<file path="src/hdl/bhsr_pkg.sv">
// ============================================================================
// bhsr_pkg
// Shared types and constants for the byte histogram and sorted ranking block.
// ============================================================================
package bhsr_pkg;

    localparam int SYM_W      = 8;
    localparam int OCC_W      = 32;
    localparam int DISTINCT_W = 9;

    localparam logic CMD_DATA = 1'b0;
    localparam logic CMD_PULL = 1'b1;

    typedef struct packed {
        logic             cmd;
        logic [SYM_W-1:0] byte_value;
    } in_item_t;

    typedef struct packed {
        logic [SYM_W-1:0]      symbol;
        logic [OCC_W-1:0]      occurrences;
        logic [DISTINCT_W-1:0] distinct_count;
        logic                  is_last;
        logic                  is_empty;
    } out_item_t;

    typedef struct packed {
        logic inc;
        logic rotate;
        logic clear;
    } hist_ctrl_t;

    typedef struct packed {
        logic clear;
        logic insert;
        logic pop;
    } sort_ctrl_t;

endpackage

</file>
<file path="src/hdl/bhsr_hist_cell.sv">
// ============================================================================
// bhsr_hist_cell
// One saturating histogram counter; rotates to its neighbor during ranking.
// ============================================================================
module bhsr_hist_cell #(
    parameter int COUNT_BITS = 32
) (
    input  logic                  aclk,
    input  logic                  aresetn,
    input  bhsr_pkg::hist_ctrl_t  ctrl,
    input  logic                  hit,
    input  logic [COUNT_BITS-1:0] rot_in,
    output logic [COUNT_BITS-1:0] count
);
    import bhsr_pkg::*;

    logic [COUNT_BITS-1:0] count_reg;
    logic [COUNT_BITS-1:0] count_next;

    always_comb begin
        count_next = count_reg;
        if (ctrl.clear) begin
            count_next = '0;
        end else if (ctrl.rotate) begin
            count_next = rot_in;
        end else if (ctrl.inc && hit && (count_reg != '1)) begin
            count_next = count_reg + {{(COUNT_BITS-1){1'b0}}, 1'b1};
        end
    end

    always_ff @(posedge aclk) begin
        if (!aresetn) begin
            count_reg <= '0;
        end else begin
            count_reg <= count_next;
        end
    end

    assign count = count_reg;

endmodule

</file>
<file path="config.mk">
export PLATFORM = sky130hd
export DESIGN_NAME = bhsr_hist_cell
export DESIGN_NICKNAME = d
export VERILOG_FILES = /design/src/hdl/bhsr_pkg.sv /design/src/hdl/bhsr_hist_cell.sv
export SDC_FILE = /design/constraint.sdc
export NUM_CORES = 1
export LEC_CHECK = 0
export BUFFER_PORTS_ARGS = -buffer_cell sky130_fd_sc_hd__buf_2
export CAP_MARGIN = 10
export CORE_MARGIN = 1
export CORE_UTILIZATION = 52
export CTS_BUF_LIST = sky130_fd_sc_hd__clkbuf_8
export CTS_CLUSTER_DIAMETER = 100
export DETAILED_ROUTE_END_ITERATION = 7
export PLACE_DENSITY = 0.87
export SETUP_SLACK_MARGIN = 0.15
export SKIP_LAST_GASP = 1
export SYNTH_ARGS = -nofsm -noshare
export SYNTH_HDL_FRONTEND = slang
export SYNTH_SLANG_ARGS = --single-unit
</file>
<file path="constraint.sdc">
create_clock -name aclk -period 2.4 [get_ports aclk]
set_input_delay 0.48 -clock aclk [delete_from_list [all_inputs] [get_ports aclk]]
set_output_delay 0.48 -clock aclk [all_outputs]
set_load 0.01 [all_outputs]
</file>
# --- After elaboration in Yosys (flattened, before gate mapping) ---
# Index checks and enable logic that the tools add are counted.
word_totals:
  register_bits: 32
  latchBits: 0
  mem_bits_rw: 0
  mem_bits_ro: 0
  in_bits: 38
  out_inout_bits: 32
  word_cells: 10
  memories: 0
op_classes:
  add_sub_neg: 1
  mul: 0
  div_mod_pow: 0
  order_cmp: 0
  eq_ne: 1
  shifts: 0
  muxes: 2
  bitwise_logic: 1
  n_reduce_logical: 4
ops:
  columns: ["cell", "count"]
  rows:
  - ["$mux W32", 2]
  - ["$add A32 B1 Y32 const B", 1]
  - ["$ne A32 B32 Y1 const B", 1]
  - ["$logic_and A1 B1 Y1", 2]
  - ["$reduce_bool A2 Y1", 1]
  - ["$reduce_or A2 Y1", 1]
  - ["$not A1 Y1", 1]

# --- Depth between registers and ports, before layout ---
depth:
  depth_word: 4
  depth_mapped: 7
  mapped_depth_nobuf: 6

# --- Worst setup path before layout ---
# OpenSTA, ideal clock, no wires.
synth_timing:
  path_type: "register to register"
  startpoint: "reg count_reg[0] (netlist: count[0])"
  endpoint: "reg count_reg[26] (netlist: count[26])"
  setup_time_ns: 0.074
  t_arrival_ns: 2.025
  slack_ns: 0.301
  path_stages_with_launch: 7
  n_path_buf: 0
  period_less_slack_ns: 2.099
  path_cell_list: "dfxtp_1 ha_1 and3_2 nand3_1 or3_1 or4_1 a31oi_1"
synth_via:
  elab_chain_len: 3
  word_cells_on_any_way: 6
  classes_between: "add/sub: 1; eq/ne: 1; mux: 2; reduce/logical: 2"
synth_rtl:
  columns: ["element", "line_no", "source"]
  rows:
  - ["start, declared", "bhsr_hist_cell.sv:17", "logic [COUNT_BITS-1:0] count_reg;"]
  - ["start signal, assigned", "bhsr_hist_cell.sv:35", "count_reg <= count_next;"]
  - ["$add A32 B1 Y32 / $ne A32 B32 Y1 (equally long branches)", "bhsr_hist_cell.sv:27, bhsr_hist_cell.sv:26", null]
  - ["$mux W32 / $logic_and A1 B1 Y1 (equally long branches)", "bhsr_hist_cell.sv:26", "end else if (ctrl.inc && hit && (count_reg != '1)) begin"]
  - ["$mux W32 / $reduce_bool A2 Y1 (equally long branches)", null, null]
# Several ways; a longest one is shown, not always the timed one. The select of a mux whose other input is x is not followed.
# A chain may end at the register's enable or synchronous reset.

# --- Worst setup path after layout ---
layout_timing:
  startpoint: "reg count_reg[0] (netlist: count[0])"
  endpoint: "reg count_reg[21] (netlist: count[21])"
# Same word-level chain as after synthesis.

==> results.rst <==
.. list-table::
   :header-rows: 1

   * - Metric
     - Value
   * - Crit-path max FO
     - 15
   * - Total number of vias
     - about 2400
   * - Netlist cell types
     - 52
   * - Startpoint type of the worst setup path
     - flop
   * - Total gr overflow
     - 0
   * - Yosys warning total
     - 0
   * - Cell-internal power
     - 854 µW
   * - Slew @ Worst Pin
     - around 500 ps
   * - Prevailing post-synth register cell
     - sky130_fd_sc_hd__dfxtp_1
   * - Fraction of met1 tracks used by global routing
     - between 30% and 40%
   * - Leading post-synthesis cells by cell area
     - sky130_fd_sc_hd__dfxtp_1 31%, sky130_fd_sc_hd__o21ai_0 8.0%, sky130_fd_sc_hd__a31oi_1 4.9%
   * - Data arrival time of the worst path
     - ~2400 ps
   * - Row Count
     - 22
   * - Global routing met3 resource utilization
     - under 10%
   * - Share of async-settable or async-resettable flops after synthesis
     - 0%
   * - Hold Slack
     - around 420 ps
   * - Number of buffers on the longest clock path
     - 2
   * - Non-Filler Instances
     - 370
   * - Post-Syn Nets
     - 290
   * - Sw frac
     - between 20% and 30%
   * - Stage delay of the slowest cell on the critical path
     - approximately 500 ps
   * - Final setup violating endpoints
     - 0
   * - Worst reg2reg startpoint
     - count[0]
   * - Worst flop-to-flop path endpoint
     - count[21]
   * - Hold crit path type
     - primary input to flop
   * - Cells after Synth
     - ~250
   * - Setup TNS after final layout
     - 0 ps
   * - Placeable core area
     - roughly 0.0037 mm²
   * - Max-cap violations
     - 0
   * - Placement Setup Slack
     - roughly 220 ps
   * - Final-layout fill cell count
     - 313
   * - Vert. Die Dim
     - roughly 65 µm
   * - Root Driver
     - sky130_fd_sc_hd__clkbuf_8
   * - Number of violations reported at the end of detailed-routing iteration 0
     - roughly 280
   * - Total count of hold-check failures in the final report
     - 0
   * - Ant. Diodes
     - 0
   * - Number of flip-flops under the largest register name
     - 32
   * - Maximum VDD drop
     - between 0.0003 and 0.0004 V
   * - Post-synthesis sequential element count
     - 32
   * - Syn Std Cell Area
     - between 0.002 and 0.0025 mm²
   * - Placed insts
     - 360
   * - Library cell contributing the largest single delay on the critical path
     - sky130_fd_sc_hd__or4_1
   * - Final critical path time including I/O delays and setup
     - ~2200 ps
   * - Routability Congestion
     - 0.934
   * - Worst-skew pair later-pin latency
     - between 200 and 300 ps
   * - Total clock sinks
     - 32
   * - Post-layout worst setup margin
     - 220 ps
   * - Clock network power share
     - a little over a third
   * - Xor/xnor cell area share of the yosys netlist
     - 3.41%
   * - Crit-path cells
     - ha_1 -> and3_2 -> nand4_1 -> o21ai_4 -> buf_4 -> or4_1 -> a31oi_1
   * - H-Tree Level Count
     - 2
   * - Clock skew after layout
     - approximately 2.7 ps
   * - CTS Buf Count
     - 5
   * - Yosys top cell area share
     - 31.1%
   * - Most used routing layer
     - met2
   * - Post-CTS clock slew at the launch and capture registers of the worst setup and hold paths
     - about 70 ps
   * - Endpoint of the worst hold path
     - count[6]
   * - Largest family of logic cells by synthesized area
     - simple AND/OR/NAND/NOR gates
   * - Adder-cell area share of the yosys netlist
     - less than 1%
   * - Die Footprint
     - between 0.004 and 0.005 mm²
   * - Data required, critical path
     - between 2000 and 3000 ps
   * - Max-slew headroom
     - 65.6%
   * - Run status
     - complete, no violations
   * - CTS tree
     - yes
   * - RSZ-0062 raised after global routing
     - true
   * - Post-Synthesis Mean Instance Area
     - roughly 8 µm²
   * - Sequential Power Share
     - approximately half
   * - Largest net degree at the start of global routing
     - 46
   * - Worst hold path depth
     - 3
   * - Worst hold start
     - rot_in[6]
   * - Num ports
     - 70
   * - Starting density of the core
     - 55.4%
   * - Area growth from synthesis to layout
     - 23.0%
   * - Power Dens Cells
     - roughly 460 mW/mm²
   * - Fraction of power consumed by combinational cells
     - 13.9%
   * - Total detailed-routing wirelength
     - around 5.7 mm
   * - Die width
     - between 60 and 70 µm
   * - Number of flops mapped to enable cells by yosys
     - 0
   * - DP HPWL
     - 3.94 mm
   * - Number of antenna-violating nets in the routed design
     - 0
   * - GRT Resource Usage Total
     - between 20% and 30%
   * - Basic-gate share of the synthesized area counting and, or, nand and nor cells
     - approximately 30%
   * - First-pass GRT wire length
     - around 9.3 mm
   * - Maximum achievable frequency
     - roughly 0.46 GHz
   * - Minimum setup slack among reg-to-reg paths
     - around 220 ps
   * - Yosys top cell by area
     - sky130_fd_sc_hd__dfxtp_1
   * - Mean number of vias per cell
     - roughly 6.4
   * - Post_cts resized
     - 0
   * - Proportion of synthesized area in mux cells
     - 0%
   * - Setup crit end kind
     - flop
   * - Leakage
     - around 0.96 nW
   * - Max-slew violations
     - 0
   * - Routed WL per cell
     - ~16 µm
   * - Critical path type
     - flop to flop
   * - Share of the cycle needed by the critical path after routing
     - approximately 90%
   * - Cell family contributing the most delay on the critical path
     - simple AND/OR/NAND/NOR gates
   * - Part of the Yosys area used for sequential elements
     - between 30 and 40%
   * - Initial antenna violation count
     - 0
   * - Met2 capacity usage during global routing
     - between 40% and 50%
   * - Fraction of final layout cells with drive strength greater than 1
     - 32.0%
   * - Net switching power
     - about 320 µW
   * - Buffer and inverter count on the worst path
     - 1
   * - Cells on worst reg2reg path
     - 7
   * - Number of global-route vias before repair
     - 2020
   * - Buffers added on ports
     - roughly 70
   * - DRC violations left
     - 0
   * - Nets
     - 360
   * - Area fraction in compound gates after synthesis
     - approximately 28%
   * - First drt pass iteration count
     - 7
==> worst max-delay path by stage <==
stage                endpoint  slack (ps)      start  cells past startpoint
global placement    count[29]         290  count[19]                      5
finish              count[21]         220   count[0]                      7
floorplan           count[26]         300   count[0]                      6
CTS                 count[29]         210  count[19]                      5
global route        count[21]         140   count[0]                      7
detailed placement  count[29]         220  count[19]                      5
==> area by class of cell <==
| cell class | instances | area [µm²] | share of cell area, % |
|---|---|---|---|
| Sequential cell | 32 | 641 | 25.3 |
| Multi-Input combinational cell | 196 | 1270 | 50.3 |
| Tap cell | 48 | 60.1 | 2.37 |
| Timing Repair Buffer | 81 | 448 | 17.7 |
| Clock buffer | 6 | 82.6 | 3.26 |
| Clock inverter | 2 | 7.51 | 0.297 |
| Inverter | 5 | 18.8 | 0.742 |
==> through the flow <==
stage	instance area, µm²	total power, mW	util (%)
after detailed placement	2420	0.753	65.3
after CTS	2510	1.17	67.7
final	2530	1.17	68.1
after global routing	2530	1.22	68.1
after global placement	2420	0.749	65.3
after floorplan	2060	0.682	-
==> cell families (layout without fill, tap and decap cells) <==
logic type / after synthesis / after routing
AO/OA/AOI/OAI: 88 / 88
XOR/XNOR: 8 / 8
adder cells (fa/ha/maj): 1 / 1
buffers and inverters: 23 / 94
flip-flops: 32 / 32
AND/OR/NAND/NOR: 99 / 99
==> per-layer routing <==
layer / share of wire [%] / vias to the layer above / wire length, µm
met5: 0 / - / 0
met4: 3.0 / 0 / 173
met3: 8.7 / 24 / 497
met2: 46 / 152 / 2620
met1: 43 / 1081 / 2450
li1: - / 1129 / -
==> worst register-to-register path, cell delays in order, from the launching register on <==
cell and delay [ps]:
sky130_fd_sc_hd__dfxtp_1 350, sky130_fd_sc_hd__ha_1 250, sky130_fd_sc_hd__and3_2 260, sky130_fd_sc_hd__nand4_1 240
sky130_fd_sc_hd__o21ai_4 180, sky130_fd_sc_hd__buf_4 190, sky130_fd_sc_hd__or4_1 500, sky130_fd_sc_hd__a31oi_1 160
==> power groups by stage <==
stage / Sequential (mW) / Clock, mW / Combinational [mW]
after floorplan: 0.601 / 0 / 0.0815
after global placement: 0.593 / 0 / 0.157
after detailed placement: 0.594 / 0 / 0.159
after CTS: 0.583 / 0.425 / 0.160
after global routing: 0.589 / 0.450 / 0.180
final: 0.585 / 0.424 / 0.163
==> cell usage after synthesis, drive strengths merged, types with 4 or more instances <==
| cell | n |
|---|---|
| buf | 4 |
| inv | 5 |
| xnor2 | 8 |
| nand3 | 14 |
| dfxtp | 32 |
| o21ai | 34 |
| or3 | 6 |
| a211oi | 9 |
| a21oi | 9 |
| or4 | 7 |
| and3 | 6 |
| nand4 | 13 |
| and2 | 4 |
| and4 | 8 |
| nor3 | 7 |
| clkbuf | 13 |
| nor4 | 4 |
| nand2 | 16 |
| o31ai | 6 |
| nor2 | 5 |
| a31oi | 17 |
==> what timing repair did <==
item	4_1_cts	5_1_grt
endpoints found under the setup margin	0	1
hold buffers	0	0
buffers inserted	0	2
==> cells in the final DEF, fill, tap and decap left out, drive strengths merged, types with 7 or more instances in the layout <==
master  count
nand2      16
buf        81
a21oi       9
a211oi      9
xnor2       8
nor3        7
nand4      13
or4         7
nand3      14
a31oi      17
inv         7
and4        8
o21ai      34
dfxtp      32
(Power assumes the default switching activity.)
