[config.mk]
export PLATFORM = sky130hd
export DESIGN_NAME = bhsr_sort_cell
export DESIGN_NICKNAME = d
export VERILOG_FILES = /design/src/hdl/bhsr_pkg.sv /design/src/hdl/bhsr_sort_cell.sv
export SDC_FILE = /design/constraint.sdc
export NUM_CORES = 1
export LEC_CHECK = 0
export BUFFER_PORTS_ARGS = -buffer_cell sky130_fd_sc_hd__buf_2
export CAP_MARGIN = 20
export CELL_PAD_IN_SITES_DETAIL_PLACEMENT = 0
export CELL_PAD_IN_SITES_GLOBAL_PLACEMENT = 1
export CORE_ASPECT_RATIO = 1.25
export CORE_MARGIN = 2
export CORE_UTILIZATION = 25
export DETAILED_ROUTE_END_ITERATION = 10
export PLACE_DENSITY_LB_ADDON = 0.1
export SLEW_MARGIN = 5
export SYNTH_ARGS = -nofsm -noshare
export SYNTH_HDL_FRONTEND = slang
export SYNTH_SLANG_ARGS = --single-unit
[constraint.sdc]
create_clock -name aclk -period 3.65 [get_ports aclk]
set_input_delay 0.5475 -clock aclk [delete_from_list [all_inputs] [get_ports aclk]]
set_output_delay 0.5475 -clock aclk [all_outputs]
set_load 0.02 [all_outputs]
[src/hdl/bhsr_pkg.sv]
// ============================================================================
// bhsr_pkg
// Shared types and constants for the byte histogram and sorted ranking block.
// ============================================================================
package bhsr_pkg;

    localparam int SYM_W      = 8;
    localparam int OCC_W      = 32;
    localparam int DISTINCT_W = 9;

    localparam logic CMD_DATA = 1'b0;
    localparam logic CMD_PULL = 1'b1;

    typedef struct packed {
        logic             cmd;
        logic [SYM_W-1:0] byte_value;
    } in_item_t;

    typedef struct packed {
        logic [SYM_W-1:0]      symbol;
        logic [OCC_W-1:0]      occurrences;
        logic [DISTINCT_W-1:0] distinct_count;
        logic                  is_last;
        logic                  is_empty;
    } out_item_t;

    typedef struct packed {
        logic inc;
        logic rotate;
        logic clear;
    } hist_ctrl_t;

    typedef struct packed {
        logic clear;
        logic insert;
        logic pop;
    } sort_ctrl_t;

endpackage

[src/hdl/bhsr_sort_cell.sv]
// ============================================================================
// bhsr_sort_cell
// One slot of the insertion sorter; shifts right on insert, left on pop.
// ============================================================================
module bhsr_sort_cell #(
    parameter int COUNT_BITS = 32
) (
    input  logic                       aclk,
    input  logic                       aresetn,
    input  bhsr_pkg::sort_ctrl_t       ctrl,
    input  logic [bhsr_pkg::SYM_W-1:0] new_sym,
    input  logic [COUNT_BITS-1:0]      new_count,
    input  logic                       left_keep,
    input  logic [bhsr_pkg::SYM_W-1:0] left_sym,
    input  logic [COUNT_BITS-1:0]      left_count,
    input  logic                       left_valid,
    input  logic [bhsr_pkg::SYM_W-1:0] right_sym,
    input  logic [COUNT_BITS-1:0]      right_count,
    input  logic                       right_valid,
    output logic [bhsr_pkg::SYM_W-1:0] sym,
    output logic [COUNT_BITS-1:0]      count,
    output logic                       valid,
    output logic                       keep
);
    import bhsr_pkg::*;

    logic [SYM_W-1:0]      sym_reg;
    logic [SYM_W-1:0]      sym_next;
    logic [COUNT_BITS-1:0] count_reg;
    logic [COUNT_BITS-1:0] count_next;
    logic                  valid_reg;
    logic                  valid_next;

    // equal counts stay ahead of the newcomer, which keeps the order stable
    assign keep = valid_reg && (count_reg <= new_count);

    always_comb begin
        sym_next   = sym_reg;
        count_next = count_reg;
        valid_next = valid_reg;
        if (ctrl.clear) begin
            valid_next = 1'b0;
        end else if (ctrl.insert && !keep) begin
            if (left_keep) begin
                sym_next   = new_sym;
                count_next = new_count;
                valid_next = 1'b1;
            end else begin
                sym_next   = left_sym;
                count_next = left_count;
                valid_next = left_valid;
            end
        end else if (ctrl.pop) begin
            sym_next   = right_sym;
            count_next = right_count;
            valid_next = right_valid;
        end
    end

    always_ff @(posedge aclk) begin
        if (!aresetn) begin
            valid_reg <= 1'b0;
        end else begin
            valid_reg <= valid_next;
        end
    end

    always_ff @(posedge aclk) begin
        sym_reg   <= sym_next;
        count_reg <= count_next;
    end

    assign sym   = sym_reg;
    assign count = count_reg;
    assign valid = valid_reg;

endmodule

* Yosys cells after proc, flatten, opt, wreduce, memory -nomap -nowiden
Index checks and enable logic that the tools add are counted.
Cells by class: divide/modulo/power cells 0, bitwise logic cells 2, shift operators 0, add/sub/neg operators 0, multiply operators 0, muxes and demuxes 9, order comparisons 1, equality and inequality tests 0, reduce and logical (&&, ||, !) cells 6
Operator list (number):
- $mux 32 | 3
- $le 32x32->1 | 1
- $mux 8 | 3
- $mux 1 | 3
- $logic_and 1x1->1 | 2
- $not 1->1 | 2
- $reduce_and 2->1 | 1
- $reduce_bool 2->1 | 1
- $reduce_or 2->1 | 1
- $logic_not 1->1 | 1
Storage, ports and cells: memories kept 0, bits in latches 0, bits in writable memories 0, input bits 128, bits in registers 41, bits in read-only memories 0

* Longest topological paths before layout
Gate-level depths: netlist of the first run.
word-level depth 6, depth in mapped cells 9

* Least setup slack after synthesis of the first run
OpenSTA, ideal clock, no wires.
kind input to register, start point input new_count[14], end point register count_reg[0] (netlist: count[0]), enable pin, path buffers 1, setup time 0.383 ns, stages on the path 9, arrival 2.815 ns, setup slack 0.452 ns, required time 3.267 ns, cell sequence inv_1 -> ha_1 -> nand4_1 -> nor4_2 -> a21boi_2 -> o31ai_4 -> a31oi_4 -> buf_12 -> o21ba_2
Between the ends: cells in the longest elaborated chain, start to end 6
RTL lines:
- start, declared | RTL line bhsr_sort_cell.sv:12 | input logic [COUNT_BITS-1:0] new_count,
- $le 32x32->1 | RTL line bhsr_sort_cell.sv:35 | assign keep = valid_reg && (count_reg <= new_count);
- $logic_and 1x1->1 | RTL line bhsr_sort_cell.sv:35
- $logic_not 1->1 | RTL line bhsr_sort_cell.sv:43 | end else if (ctrl.insert && !keep) begin
- $logic_and 1x1->1 | RTL line bhsr_sort_cell.sv:43
- $reduce_bool 2->1 (no line)
- $reduce_and 2->1 (no line)
- end signal, assigned | RTL line bhsr_sort_cell.sv:70 | count_reg <= count_next;
- end, declared | RTL line bhsr_sort_cell.sv:29 | logic [COUNT_BITS-1:0] count_reg;
No other way between the ends. A chain may end at the register's enable or synchronous reset.

* Worst setup path after layout of the first run
start point register count_reg[15] (netlist: count[15]), end point output keep
Between the ends: cells in the longest elaborated chain, start to end 2
RTL lines:
- $le 32x32->1 | RTL line bhsr_sort_cell.sv:35
- $logic_and 1x1->1 | RTL line bhsr_sort_cell.sv:35
- end, declared | RTL line bhsr_sort_cell.sv:23 | output logic keep
No other way between the ends.

==> results of run 1 <==
synth_stat cells (all sizes together):
library cell  instances
edfxtp               40
a21oi                14
inv                  33
nand2b                1
clkbuf                5
nor3                  1
o21ai                 4
mux2i                 1
o211ai                1
a221o                 2
o21ba                 1
nor4                  2
a31oi                 1
o31ai                 1
nand4                 6
dfxtp                 1
nand3                 5
a211oi                1
nor2                  5
and4                  1
a21boi                1
mux2                 81
nand2                 7
nor2b                 1
buf                   4
a21o                  2
ha                   32
kinds of logic (layout without fill, tap and decap cells):
logic type                 Yosys count  in the layout
muxes                               82             82
buffers and inverters               42            214
DFF                                 41             41
adders and majority gates           32             32
and+or+nand+nor                     29             29
AOI/OAI and AO/OA                   28             28
other                                0              1
cells in the final DEF, fill, tap and decap left out:
master	n
sky130_fd_sc_hd__a211oi_2	1
sky130_fd_sc_hd__a21boi_2	1
sky130_fd_sc_hd__a21o_1	2
sky130_fd_sc_hd__a21oi_1	14
sky130_fd_sc_hd__a221o_1	2
sky130_fd_sc_hd__a31oi_4	1
sky130_fd_sc_hd__and4_1	1
sky130_fd_sc_hd__buf_12	1
sky130_fd_sc_hd__buf_2	169
sky130_fd_sc_hd__buf_4	3
sky130_fd_sc_hd__clkbuf_1	2
sky130_fd_sc_hd__clkbuf_16	5
sky130_fd_sc_hd__clkbuf_8	1
sky130_fd_sc_hd__dfxtp_1	1
sky130_fd_sc_hd__diode_2	1
sky130_fd_sc_hd__edfxtp_1	40
sky130_fd_sc_hd__ha_1	32
sky130_fd_sc_hd__inv_1	33
sky130_fd_sc_hd__mux2_2	42
sky130_fd_sc_hd__mux2_4	39
sky130_fd_sc_hd__mux2i_1	1
sky130_fd_sc_hd__nand2_1	7
sky130_fd_sc_hd__nand2b_1	1
sky130_fd_sc_hd__nand3_1	5
sky130_fd_sc_hd__nand4_1	5
sky130_fd_sc_hd__nand4_2	1
sky130_fd_sc_hd__nor2_1	5
sky130_fd_sc_hd__nor2b_1	1
sky130_fd_sc_hd__nor3_1	1
sky130_fd_sc_hd__nor4_2	1
sky130_fd_sc_hd__nor4_4	1
sky130_fd_sc_hd__o211ai_1	1
sky130_fd_sc_hd__o21ai_0	3
sky130_fd_sc_hd__o21ai_1	1
sky130_fd_sc_hd__o21ba_2	1
sky130_fd_sc_hd__o31ai_4	1
metrics by stage:
step           cell area (um^2)  cells  setup slack, ns  hold WS, ns  power [mW]
2_1_floorplan              3296    254           0.4524       0.7655      0.8752
3_3_place_gp               4295    586           0.6161       0.7887       1.022
3_5_place_dp               4295    586           0.5571       0.8060       1.025
4_1_cts                    4442    594           0.6540       0.5508       1.494
5_1_grt                    4442    594           0.5154       0.5537       1.556
6_report                   4444    595           0.6785       0.5581       1.465
power by group through the flow:
stage          Sequential, mW  Clock [mW]  Combinational, mW
2_1_floorplan           0.635           0              0.240
3_3_place_gp            0.595           0              0.427
3_5_place_dp            0.595           0              0.429
4_1_cts                 0.586       0.477              0.431
5_1_grt                 0.589       0.498              0.469
6_report                0.585       0.459              0.421
final cells by class:
cell class | count | area (um^2)
Inverter | 33 | 123.9
Sequential cell | 41 | 1221
Antenna cell | 1 | 2.502
Tap cell | 168 | 210.2
Multi-Input combinational cell | 171 | 1852
Fill cell | 1373 | 8333
Clock buffer | 8 | 146.4
Timing Repair Buffer | 173 | 888.4
worst min path at each step:
stage,start,endpoint,slack (ns),depth (start not counted)
detailed placement,valid$_SDFFE_PP0P_,valid$_SDFFE_PP0P_,0.81,3
CTS,right_sym[3],sym[3]$_DFFE_PP_,0.55,2
global placement,valid$_SDFFE_PP0P_,valid$_SDFFE_PP0P_,0.79,3
global route,right_count[11],count[11]$_DFFE_PP_,0.55,2
floorplan,right_count[0],count[0]$_DFFE_PP_,0.77,1
finish,right_sym[3],sym[3]$_DFFE_PP_,0.56,2
layer usage:
layer / global-route usage, % / share of wire (%) / vias up
met1: 14.62 / 40 / 1136
li1: - / - / 1285
met3: 3.164 / 7.1 / 6
met4: 3.680 / 1.3 / 0
met2: 23.00 / 52 / 88
met5: 0 / 0 / -
worst max-delay path: cells and delay by family, from the launching register on:
family                   cells  cell delay (ns)
buffers and inverters        1             0.19
flip-flops                   1             0.40
adder cells (fa/ha/maj)      1             0.33
AO/OA/AOI/OAI                3             0.83
AND/OR/NAND/NOR              3             0.38
==> results list, run 1 <==
- Global routing used 12.71% of the available tracks across all layers.
* Setup repair after global routing missed its margin: no
- The detailed router finished its first iteration with 58 violations.
- The number of slew-limit violations in the final report is 0.
- Crit share post-route: 81.41%
* Critical path data arrival time: 2.42 ns
- The flow ran to the end, and the final reports show no timing, DRC or antenna violations.
* Initial antenna violation count: 1
* Total detailed-routing wirelength: 8905 um
- Reg2Reg Capture Point: sym[7]$_DFFE_PP_
* Count of different cell masters after synthesis: 31
- STA classifies the critical path startpoint as a flop.
- Area delta synth->final: 34.85%
- When the netlist entered floorplanning its net count stood at 414.
- Setup slack on the worst flop-to-flop path: 0.80 ns
* Post-CTS setup buffers: 0
- Static timing analysis puts the maximum clock frequency at 336.5 MHz.
* Post-Route Utilization: 34.78%
- For the pin with the worst max-slew slack, the measured transition is 1.014 ns.
- After synthesis the cells add up to 3296 um^2.
- The final number of hold-violating endpoints was 0.
- Proportion of synthesized area in mux cells: 32.42%
- Synthesized area per cell: 12.98 um^2
- Slowest cell delay on critical path: 0.40 ns
* Final RePlAce weighted congestion: 0.7169
* Reported leakage power: 2.183 nW
- For this block, the via count after detailed routing is 2515.
- Setup violations remaining at the end of the flow were counted as 0.
* Maximum number of pins on one net before global-route repair: 42
- In this run the count of I/O pins placed on the die edge is 170.
- The clock reaches the later pin of the worst-skew pair after 0.29 ns.
* Post-synth top area cell: sky130_fd_sc_hd__edfxtp_1
- The total overflow left after global routing is 0.
- Class of the tightest hold or removal check: primary input to flop
* Clock input transition at the sequential cells of the worst setup and hold paths: 0.06 ns
* Count of clock tree sinks: 41
* Routed length per placed instance: 14.97 um
* Via count of the first global-routing pass: 2825
- Flop pwr share: 39.9%
* Fraction of power spent switching nets: 27.67%
- Depth of the CTS H-tree: 2
* Vias per inst: 4.227
- Total negative setup slack: 0 ns
- Summed over all nets, the half-perimeter wirelength after detailed placement is 7149 um.
* Max-cap violations: 0
- Count of standard-cell rows: 46
- Share of the synthesized netlist area taken by xor and xnor gates: 0%
* Launching point of the worst reg2reg path: count[15]$_DFFE_PP_
- In this run the standard cell core region covers 12780 um^2.
- Among all stages on the critical path, the largest delay is contributed by sky130_fd_sc_hd__edfxtp_1.
- The tree is rooted in a sky130_fd_sc_hd__clkbuf_16.
- Count of input and output buffers: 169
- Number of buffers added to fix hold violations after cts: 0
- Dominant combinational cell family by area after synthesis: multiplexers
- The routed design could run at a clock period as short as 2.972 ns.
- Pwr dens: 329.6 nW/um^2
* Fraction of layout instances using a drive strength above 1: 62.91%
- Flip-flop count of the largest register, all copies and words added: 32
- Summing the areas of all and, or, nand and nor instances in the mapped netlist gives 5.277% of the synthesized area.
- Critical path destination: keep
- Detail Route Antenna Nets: 0
- Data on the critical path is required at its endpoint by 3.10 ns.
* Area enclosed by the die boundary: 14120 um^2
- The signal on the critical path passes through ha_1, nand4_1, nor2_1, a221o_1, o31ai_4, nand2_1, a21oi_1, buf_2.
- The setup path with the least slack is of type flop to output pin.
* Gate power share: 28.7%
- Cell types with the largest area share after synthesis: sky130_fd_sc_hd__edfxtp_1, sky130_fd_sc_hd__mux2_4, sky130_fd_sc_hd__mux2_2, sky130_fd_sc_hd__ha_1, sky130_fd_sc_hd__inv_1
- Overall die width: 106.7 um
- Worst vdd rail ir drop: 0.1512 mV
- Residual DRC count: 0
* Clock buffer count from CTS: 5
- For this run, the detailed router's first-pass iteration total came to 4.
- Counting along the longest clock path gives a buffer depth of 2.
- The most critical setup path has its startpoint at count[15]$_DFFE_PP_.
- The first global-routing pass estimated 13870 um of wire.
* Crit path max fanout: 3
- Clk network pwr share: 31.4%
- The number of cells on the worst reg-to-reg path is 8.
- Seq/Total Area, Yosys: 37.05%
- The die is 132.4 um tall.
- Initial core utilization: 25.79%
- The worst setup path is captured at an output pin.
* Complex-gate fraction of the synthesized area: 6.340%
* Worst slew margin relative to its limit: 32.42%
- Number of synthesized register bits: 41
- Fraction of the mapped netlist area in adder cells: 12.15%
- Synthesized instance count: 254
* Post-CTS sizing: 0
* Design internal power: 1.060 mW
- TritonCTS built the clock tree.
- Proportion of netlist area held by the largest area contributor: 36.45%
- Switching power: 0.4054 mW
* Number of warnings issued by yosys: 0
- For the final database, setup skew stands at 0.003095 ns.
- For this run, the post-layout net count is 585.
(Power assumes the default switching activity.)
==> run 2, diff against run 1 <==
clock period = 2.66 ns   (was 3.65 ns; I/O delays follow)
==> results list, run 2 (synthesis results as in run 1) <==
- Commonest non-fill, non-tap cell in the layout: sky130_fd_sc_hd__buf_2
- Initial antenna violation count: 1 (unchanged)
- The placed instance count was 594 (+1.4%).
- Antenna diode instance count: 0 (-1)
- The total number of vias is 2652 (+5.4%).
- The via count of the first global-routing pass is 2906 (+2.9%).
- The die outline area is 14120 um^2 (unchanged).
- The clock insertion delay at the later pin of the skew report came to 0.29 ns (about the same).
* Worst-case setup slack after placement: -0.1658 ns (-0.7229 ns)
* Clock input transition at the sequential cells of the worst setup and hold paths: 0.06 ns (about the same)
* Critical path data arrival time: 2.77 ns (+0.35 ns)
- The count of unresolved DRC violations after routing was 0 (unchanged).
- Final worst path period need: 2.731 ns
- The peak fanout along the critical path was 6 (+3).
- Count of nets after finishing: 608 (+3.9%)
* Final cell count without fillers: 617 (+3.7%)
- The number of cells on the worst reg-to-reg path was 10 (+2).
* Least setup slack across all paths after layout: -0.07075 ns (-0.7492 ns)
* Initial core utilization: 25.79% (unchanged)
- The average wire length per cell after detail routing came to 15.24 um (+1.8%).
* Cells on Worst Hold Path: 2 (unchanged)
- Maximum number of pins on one net before global-route repair: 42 (unchanged)
- Clock buffer count from CTS: 5 (unchanged)
- Highest-count cells in the layout ignoring fill and taps: sky130_fd_sc_hd__buf_2, sky130_fd_sc_hd__mux2_2, sky130_fd_sc_hd__edfxtp_1
- Depth of the CTS H-tree: 2 (unchanged)
- The buffer depth of the longest clock path came to 2 (unchanged).
- The total of max-cap violations was 0 (unchanged).
- The worst hold path begins at right_sym[1].
* Core region area: 12780 um^2 (unchanged)
- Number of fill cells: 1354 (-1.4%)
- Worst Setup Path Type: flop to flop
* Setup crit start kind: flop
- The critical path data required time was 2.70 ns (-0.40 ns).
* Nature of the critical path endpoint: flop
* Violated checks: setup timing
* Overall die width: 106.7 um (unchanged)
* Worst vdd rail ir drop: 0.2630 mV (+74%)
- Clock root cell: sky130_fd_sc_hd__clkbuf_16
- The HPWL after detailed placement was 7165 um (+0.23%).
- The final antenna-violating net count came to 0 (unchanged).
* Total detailed-routing wirelength: 9400 um (+5.6%)
- The share of post-route cells with drive strength above 1 was 67.93% (+5.0 points).
- CTS tree: done
* Endpoints failing hold: 0 (unchanged)
* Setup slack on the worst flop-to-flop path: -0.07 ns (-0.87 ns)
- Max Fclk: 366.2 MHz
* Overall track demand over capacity in global routing: 13.07% (+0.36 points)
- Total iterations of the first detailed-routing run: 4 (unchanged)
* Reported leakage power: 2.350 nW (+7.7%)
- The final setup skew is 0.005036 ns (+0.001941 ns).
- The startpoint identified for the worst register-to-register timing path is count[9]$_DFFE_PP_.
- The global placement routability congestion came to 0.6783 (-5.4%).
- The power density over cell area was 437.2 nW/um^2 (+33%).
* 1st-iter DRT viols: 66 (+14%)
- Post-Route Utilization: 38.23% (+3.4 points)
- The number of slew-limit violations in the final report was 0 (unchanged).
- The via density per instance is 4.298 (+1.7%).
- The transition time at the pin with the least slew margin was 0.4176 ns (-0.5961 ns).
* Crit share post-route: 102.7%
- Count of input and output buffers: 169 (unchanged)
- The overflow left after global routing is 0 (unchanged).
- The worst hold path terminates at sym[1]$_DFFE_PP_.
* Flip-flop count of the largest register, all copies and words added: 32 (unchanged)
- Relative to the synthesized area, the layout overhead comes to 48.22%.
- The wire length of the first global-routing pass is 14280 um (+2.9%).
- The row count came to 46 (unchanged).
- The number of failing setup endpoints in the final timing report came to 69 (+69).
- The die boundary height is 132.4 um (unchanged).
- I/O pins: 170 (unchanged)
- Setup repair after global routing could not meet its margin everywhere.
- Count of clock tree sinks: 41 (unchanged)
* Class of the tightest hold or removal check: primary input to flop
- The relative slew slack came to 71.87% (+39 points).
- The flow ran to the end, but the final reports show violations.
- Reg2Reg Capture Point: count[13]$_DFFE_PP_
-- run 2: changes by cell type in the layout (fill, tap and decap cells not counted), moves of 2 or more --
cell,previous run,this run
sky130_fd_sc_hd__buf_6,0,3
sky130_fd_sc_hd__buf_12,1,5
sky130_fd_sc_hd__a21oi_1,14,12
sky130_fd_sc_hd__ha_4,0,9
sky130_fd_sc_hd__clkbuf_16,5,7
sky130_fd_sc_hd__clkbuf_1,2,0
sky130_fd_sc_hd__buf_4,3,18
sky130_fd_sc_hd__ha_1,32,23
-- run 2: power by group --
group / internal (mW) / leakage [nW] / switching (mW)
clock: 0.398 / 0.0799 / 0.264
combinational: 0.366 / 1.88 / 0.303
sequential: 0.776 / 0.391 / 0.0288
-- run 2: how the worst max path moves through the flow --
| stage | from | end | slack [ns] | depth (start not counted) |
|---|---|---|---|---|
| 2_1_floorplan | count[11]$_DFFE_PP_ | count[0]$_DFFE_PP_ | -0.26 | 8 |
| 3_3_place_gp | new_count[15] | count[18]$_DFFE_PP_ | -0.12 | 10 |
| 3_5_place_dp | new_count[11] | count[21]$_DFFE_PP_ | -0.17 | 10 |
| 4_1_cts | count[11]$_DFFE_PP_ | count[7]$_DFFE_PP_ | -0.07 | 9 |
| 5_1_grt | count[10]$_DFFE_PP_ | count[27]$_DFFE_PP_ | -0.20 | 10 |
| 6_report | count[9]$_DFFE_PP_ | count[13]$_DFFE_PP_ | -0.07 | 10 |
-- run 2: cell type report --
| type | instances | area (um^2) | area share [%] |
|---|---|---|---|
| repair buffers | 196 | 1160 | 23.74 |
| flip-flops and latches | 41 | 1221 | 25.00 |
| clock buffers | 7 | 152.6 | 3.125 |
| well taps | 168 | 210.2 | 4.303 |
| inverters | 33 | 123.9 | 2.536 |
| clock inverters | 1 | 5.005 | 0.1025 |
| multi-input cells | 171 | 2012 | 41.19 |
-- run 2: routing by layer --
metal	vias to the layer above	global-route usage (%)	routed length, um
li1	1327	-	-
met2	81	23.35	4835
met1	1238	15.58	3908
met5	-	0	0
met4	0	3.680	115
met3	6	2.867	540
-- run 2: timing repair --
item,4_1_cts,5_1_grt
gates resized for setup,10,12
pin swaps,9,6
endpoints found under the setup margin,41,81
buffers inserted,9,3
cloned,1,3
hold buffers,0,0
-- run 2: critical path: stages, from the launching register on --
cell and delay, ns:
sky130_fd_sc_hd__edfxtp_1 0.44, sky130_fd_sc_hd__ha_4 0.29, sky130_fd_sc_hd__nand4_1 0.16, sky130_fd_sc_hd__nor4_4 0.27, sky130_fd_sc_hd__a21boi_4 0.24, sky130_fd_sc_hd__o31ai_4 0.07, sky130_fd_sc_hd__buf_4 0.16, sky130_fd_sc_hd__a31oi_4 0.21
sky130_fd_sc_hd__buf_6 0.17, sky130_fd_sc_hd__clkbuf_16 0.16, sky130_fd_sc_hd__mux2_4 0.30
-- run 2: metrics by stage --
| stage | hold slack (ns) | instance area [um^2] | total power, mW | setup TNS [ns] |
|---|---|---|---|---|
| 5_1_grt | 0.4037 | 4885 | 2.256 | -13.85 |
| 3_5_place_dp | 0.7023 | 4424 | 1.431 | -6.699 |
| 3_3_place_gp | 0.6993 | 4424 | 1.429 | -4.632 |
| 6_report | 0.4067 | 4885 | 2.136 | -2.703 |
| 4_1_cts | 0.3981 | 4728 | 2.143 | -1.808 |
| 2_1_floorplan | 0.6170 | 3327 | 1.206 | -10.28 |
